`config.mk`:
```
export PLATFORM = sky130hd
export DESIGN_NAME = bralu_ctrl
export DESIGN_NICKNAME = d
export VERILOG_FILES = /design/src/hw/rtl/bralu_pkg.sv /design/src/hw/rtl/bralu_ctrl.sv
export SDC_FILE = /design/constraint.sdc
export NUM_CORES = 1
export LEC_CHECK = 0
export BUFFER_PORTS_ARGS = -buffer_cell sky130_fd_sc_hd__buf_2
export CORE_AREA = 2 2 39 41
export CTS_CLUSTER_DIAMETER = 40
export CTS_CLUSTER_SIZE = 28
export DETAILED_ROUTE_END_ITERATION = 7
export DIE_AREA = 0 0 41 43
export MAX_ROUTING_LAYER = met4
export SKIP_CTS_REPAIR_TIMING = 1
export SYNTH_ARGS = -nofsm -noshare
export SYNTH_HDL_FRONTEND = slang
export SYNTH_SLANG_ARGS = --single-unit
```
`constraint.sdc`:
```
create_clock -name clk_i -period 2.1 [get_ports clk_i]
set_clock_uncertainty 0.15 [all_clocks]
set_input_delay 0.42 -clock clk_i [delete_from_list [all_inputs] [get_ports clk_i]]
set_output_delay 0.42 -clock clk_i [all_outputs]
set_load 0.02 [all_outputs]
```
`src/hw/rtl/bralu_pkg.sv`:
```
`timescale 1ns / 1ps
// Shared types and constants for the bounded rational ALU.
// No dependencies; used by bralu_ctrl, bralu_dp and the top level.
package bralu_pkg;

  localparam int unsigned NUM_W  = 31;
  localparam int unsigned DEN_W  = 30;
  localparam int unsigned PROD_W = 62;  // signed 31 x 31 product
  localparam int unsigned SUM_W  = 63;  // signed sum of two products
  localparam int unsigned MAG_W  = 62;  // magnitude of any sum or product
  localparam int unsigned CNT_W  = $clog2(MAG_W);

  localparam logic [MAG_W-1:0] VALUE_LIMIT = MAG_W'(1000000000);

  typedef enum logic [1:0] {
    OP_ADD = 2'd0,
    OP_SUB = 2'd1,
    OP_MUL = 2'd2,
    OP_DIV = 2'd3
  } op_e;

  typedef enum logic [1:0] {
    ST_OK       = 2'd0,
    ST_DIV_ZERO = 2'd1,
    ST_OVERFLOW = 2'd2
  } status_e;

  typedef struct packed {
    logic load;
    logic mul1;
    logic mul2;
    logic mul3;
    logic sum;
    logic norm;
    logic gcd_step;
    logic div_init;
    logic div_step;
    logic out_load;
  } cmd_t;

  typedef struct packed {
    logic den_zero;
    logic gcd_done;
    logic div_last;
  } sts_t;

endpackage

```
`src/hw/rtl/bralu_ctrl.sv`:
```
`timescale 1ns / 1ps
// Sequencer for the bounded rational ALU: steps the datapath through
// multiply, normalize, gcd and divide phases. Depends on bralu_pkg.
module bralu_ctrl (
  input  logic              clk_i,
  input  logic              rst_ni,
  input  logic              in_valid_i,
  output logic              in_ready_o,
  output logic              out_valid_o,
  input  logic              out_ready_i,
  output bralu_pkg::cmd_t   cmd_o,
  input  bralu_pkg::sts_t   sts_i
);

  localparam logic [3:0] S_IDLE = 4'd0;
  localparam logic [3:0] S_MUL1 = 4'd1;
  localparam logic [3:0] S_MUL2 = 4'd2;
  localparam logic [3:0] S_MUL3 = 4'd3;
  localparam logic [3:0] S_SUM  = 4'd4;
  localparam logic [3:0] S_NORM = 4'd5;
  localparam logic [3:0] S_GCD  = 4'd6;
  localparam logic [3:0] S_DIV  = 4'd7;
  localparam logic [3:0] S_FIN  = 4'd8;

  logic [3:0] state_q, state_d;
  logic       out_valid_q, out_valid_d;

  always_comb begin
    state_d    = state_q;
    cmd_o      = '0;
    in_ready_o = 1'b0;
    unique case (state_q)
      S_IDLE: begin
        in_ready_o = 1'b1;
        if (in_valid_i) begin
          cmd_o.load = 1'b1;
          state_d    = S_MUL1;
        end
      end
      S_MUL1: begin
        cmd_o.mul1 = 1'b1;
        state_d    = S_MUL2;
      end
      S_MUL2: begin
        cmd_o.mul2 = 1'b1;
        state_d    = S_MUL3;
      end
      S_MUL3: begin
        cmd_o.mul3 = 1'b1;
        state_d    = S_SUM;
      end
      S_SUM: begin
        cmd_o.sum = 1'b1;
        state_d   = S_NORM;
      end
      S_NORM: begin
        cmd_o.norm = 1'b1;
        state_d    = sts_i.den_zero ? S_FIN : S_GCD;
      end
      S_GCD: begin
        if (sts_i.gcd_done) begin
          cmd_o.div_init = 1'b1;
          state_d        = S_DIV;
        end else begin
          cmd_o.gcd_step = 1'b1;
        end
      end
      S_DIV: begin
        cmd_o.div_step = 1'b1;
        if (sts_i.div_last) state_d = S_FIN;
      end
      S_FIN: begin
        // hold until the output register is free
        if (!out_valid_q || out_ready_i) begin
          cmd_o.out_load = 1'b1;
          state_d        = S_IDLE;
        end
      end
      default: state_d = S_IDLE;
    endcase
  end

  always_comb begin
    out_valid_d = out_valid_q;
    if (out_valid_q && out_ready_i) out_valid_d = 1'b0;
    if (cmd_o.out_load) out_valid_d = 1'b1;
  end

  always_ff @(posedge clk_i or negedge rst_ni) begin
    if (!rst_ni) begin
      state_q     <= S_IDLE;
      out_valid_q <= 1'b0;
    end else begin
      state_q     <= state_d;
      out_valid_q <= out_valid_d;
    end
  end

  assign out_valid_o = out_valid_q;

endmodule

```
* Word level (Yosys, flattened, before mapping)
Index checks and enable logic that the tools add are counted.
Cells by class: eq/ne operators 12, multiplexer cells 22, reductions and logical operators 6
Operator list (count):
- one-hot mux 4 bit (9 select lines) | 1
- 2-to-1 mux 4 bit | 5
- == test 4 x 3 -> 1 bit, second input constant | 4
- 2-to-1 mux 1 bit | 15
- == test 4 x 2 -> 1 bit, second input constant | 2
- inequality test 2 bit, second input constant | 4
- == test 4 x 1 -> 1 bit, second input constant | 1
- == test 4 bit, second input constant | 1
- logical NOT 4 bit | 1
- AND reduction 4 bit | 1
- 2-to-1 mux 2 bit | 1
- nonzero test 2 bit | 1
- logical AND 1 bit | 1
- logical NOT 1 bit | 1
- logical OR 1 bit | 1
Storage, ports and cells: bits in registers 5, input port bits 7, output and inout bits 12, logic and storage cells 42

* Logic depth before layout (Yosys ltp)
depth after elaboration 5, mapped depth 4, mapped depth without buffers 3

* Worst setup path after synthesis
No wires, ideal clock.
path kind register -> output, start point reg state_q[0], end point out cmd_o[9] (netlist bit), arrival 1.638 ns, required time 1.530 ns, path slack -0.108 ns, cell stages (with the launch flop) 4, cells stage by stage dfrtp_1 buf_2 nor4_1 and2_1
RTL lines:
- start, declared | line bralu_ctrl.sv:25 | logic [3:0] state_q, state_d;
- start signal, assigned | line bralu_ctrl.sv:94 | state_q <= state_d;
- end, declared | line bralu_ctrl.sv:11 | output bralu_pkg::cmd_t cmd_o,

==> flow_summary.yaml <==
synth:
  ys_types: 20
  ys_warn_count: 0
  synthesis.area_um2: 354
  synth_area_leaders: "dfrtp_1 (35%), nor3_1 (9.9%), buf_4 (6.4%), nand2b_1 (5.3%), a21oi_1 (4.2%)"
  netlist.area_leader.share: 0.353
  synth_fp_nets: 50
  syn-mean-instance-area_um2: 8.23
  syn_inst: 43
  synth.largest_area_cell: "dfrtp_1"
  synth_seq_area_share: 0.353
  ys_seq_elements: 5
clock_tree:
  clkTransAtPathRegs_ns: 0.04
  cts.path.max_buffers: 2
  insertion_delay_ns: 0.24
  numCtsBuffers: 3
  cts_sinks: 5
  h-tree-depth: 1
  cts_tree: "done"
  cts-root-buf: "clkbuf_4"
sta:
  slew_headroom: 0.840
  rsz0062_at_grt: "false"
  hold_viol_final: 0
  setup_viol: 0
  max_freq_ghz: 0.496
  finalMaxSlewViolations: 0
  period_minus_slack_ns: 2.02
  post-route-period-util: 0.960
  tightest_slew_ns: 0.239
  fin_setup_tns_ns: 0
power_and_ir_drop:
  peakVddDrop_v: 0.000454
  p_per_area_nw_per_um2: 1500
  leakagePower_nw: 0.260
global_route:
  use_met3: 0.0157
  antenna_found_initial: 0
  gr-usage-met1: 0.126
  grt_pass1_vias: 278
  overflow: 0
  met2_usage: 0.125
  global_route.peak_usage_layer: "met1"
  grt_start_max_net_pins: 12
  grt.total_usage: 0.0999
  grt_pass1_wl_mm: 1.12
routing:
  wire_per_inst_um: 10.5
  via_per_inst: 5.05
  via_count: 404
  drc: 0
  drt-pass1-iter-count: 4
  drt-total-wl_um: 843
  antenna_left: 0
  first_iter_violations: 11
hold_path:
  holdCritPathClass: "primary input to flop"
floorplanning:
  rows: 14
  die_h_um: 43
  die-area_um2: 1760
  io_pins: 19
  dieWidth_um: 41
  core_area_um2: 1380
  start_util: 0.256
cells_and_area:
  final_util: 0.360
  final_cells: 80
  final_nets: 72
  area_growth_pct: 40.6
  drive_gt1_frac: 0.469
  antenna_cells: 0
run:
  maxCapViolations: 0
placed_design:
  dp.cells: 75
  dpl.hpwl_um: 633
  io_buffers: 18
  gp_congestion: 0.832
critical_path:
  worstSetupPathType: "flop to primary output"
  path_cells: "or4b_4 > nor2b_1 > buf_2"
  crit_slowest_cell: "or4b_4"
  critPathLaunchType: "flop"
  crit_family: "simple AND/OR/NAND/NOR gates"
  endpoint_kind: "primary output"
  cp_data_arrival_time_ns: 1.45
  worst-path-buf-inv: 1
  cp.required_ns: 1.53
  cpPeakStageDelay_ns: 0.50
  crit_fanout: 9
status:
  status: "finished clean"
[worst paths after layout]
check                           depth (start not counted)        start  slack [ns]          end
worst max-delay path                                    3   state_q[3]        0.08     cmd_o[0]
worst min-delay path                                    3  out_ready_i        0.36  out_valid_o
worst max register to register                          4   state_q[1]        0.71   state_q[2]
worst min register to register                          2  out_valid_o        0.39  out_valid_o
max in group asynchronous                               2       rst_ni        1.29   state_q[3]
min in group asynchronous                               2       rst_ni        0.37   state_q[1]
[report_power, final]
part | leakage [nW] | internal [mW] | switching (mW)
Sequential | 0.0619 | 0.136 | 0.0281
Clock | 0.0150 | 0.0717 | 0.0369
Combinational | 0.183 | 0.188 | 0.289
[final cells by class]
type                    instances  area, µm²
clock buffers                   4       26.3
inverters                       2       7.51
well taps                      16       20.0
fillers                       149        886
multi-input cells              31        195
flip-flops and latches          5        126
repair buffers                 22        123
[tightest hold or removal path, cell delays in order]
cell and delay, ns:
buf_2 0.07, nand2b_1 0.13, nand2_1 0.07
[sequential cells by signal (all words and copies together) (netlist names)]
| name | cells |
|---|---|
| state_q | 4 |
| out_valid_o | 1 |
[metrics by stage]
step	power, mW	hold slack, ns	instance area [µm²]	setup WS (ns)
3_3_place_gp	0.634	0.0842	460	0.299
6_report	0.749	0.356	498	0.0834
2_1_floorplan	0.511	-0.0256	360	0.149
5_1_grt	0.803	0.379	498	0.000569
3_5_place_dp	0.637	0.0866	460	0.272
4_1_cts	0.754	-0.174	487	0.000802
[synth_stat cells (all sizes together)]
cell type	count
a22o	1
buf	5
nor2b	1
nand2	4
nor3	7
o22ai	1
nor2	3
dfrtp	5
mux2	1
and2	1
or2	1
or4b	1
nor4	1
a31oi	1
nand2b	3
a21oi	3
inv	2
nor4b	1
nand3b	1
[placed cells by master (no fill, tap or decap), drive strengths merged]
cell,synthesis,routed
a22o,1,1
nand2b,3,3
or4b,1,1
mux2,1,1
nor4b,1,1
nor2,3,3
clkbuf,0,4
a21oi,3,3
dfrtp,5,5
or2,1,1
buf,5,21
nand2,4,4
dlygate4sd3,0,1
and2,1,1
nor4,1,1
nand3b,1,1
nor2b,1,1
a31oi,1,1
o22ai,1,1
nor3,7,7
inv,2,2
[routing by layer]
metal | up-vias | routed length (µm)
met5 | - | 0
met4 | 0 | 0
met3 | 0 | 55
met2 | 16 | 444
met1 | 194 | 343
li1 | 194 | -
[logic make-up (layout without fill, tap and decap cells)]
logic type,after synthesis,after routing,share of synthesized area
buffers and inverters,7,28,0.113
DFF,5,5,0.353
muxes,1,1,0.0318
and+or+nand+nor,24,24,0.382
AOI/OAI and AO/OA,6,6,0.120
Power figures use the tool's default switching activity.
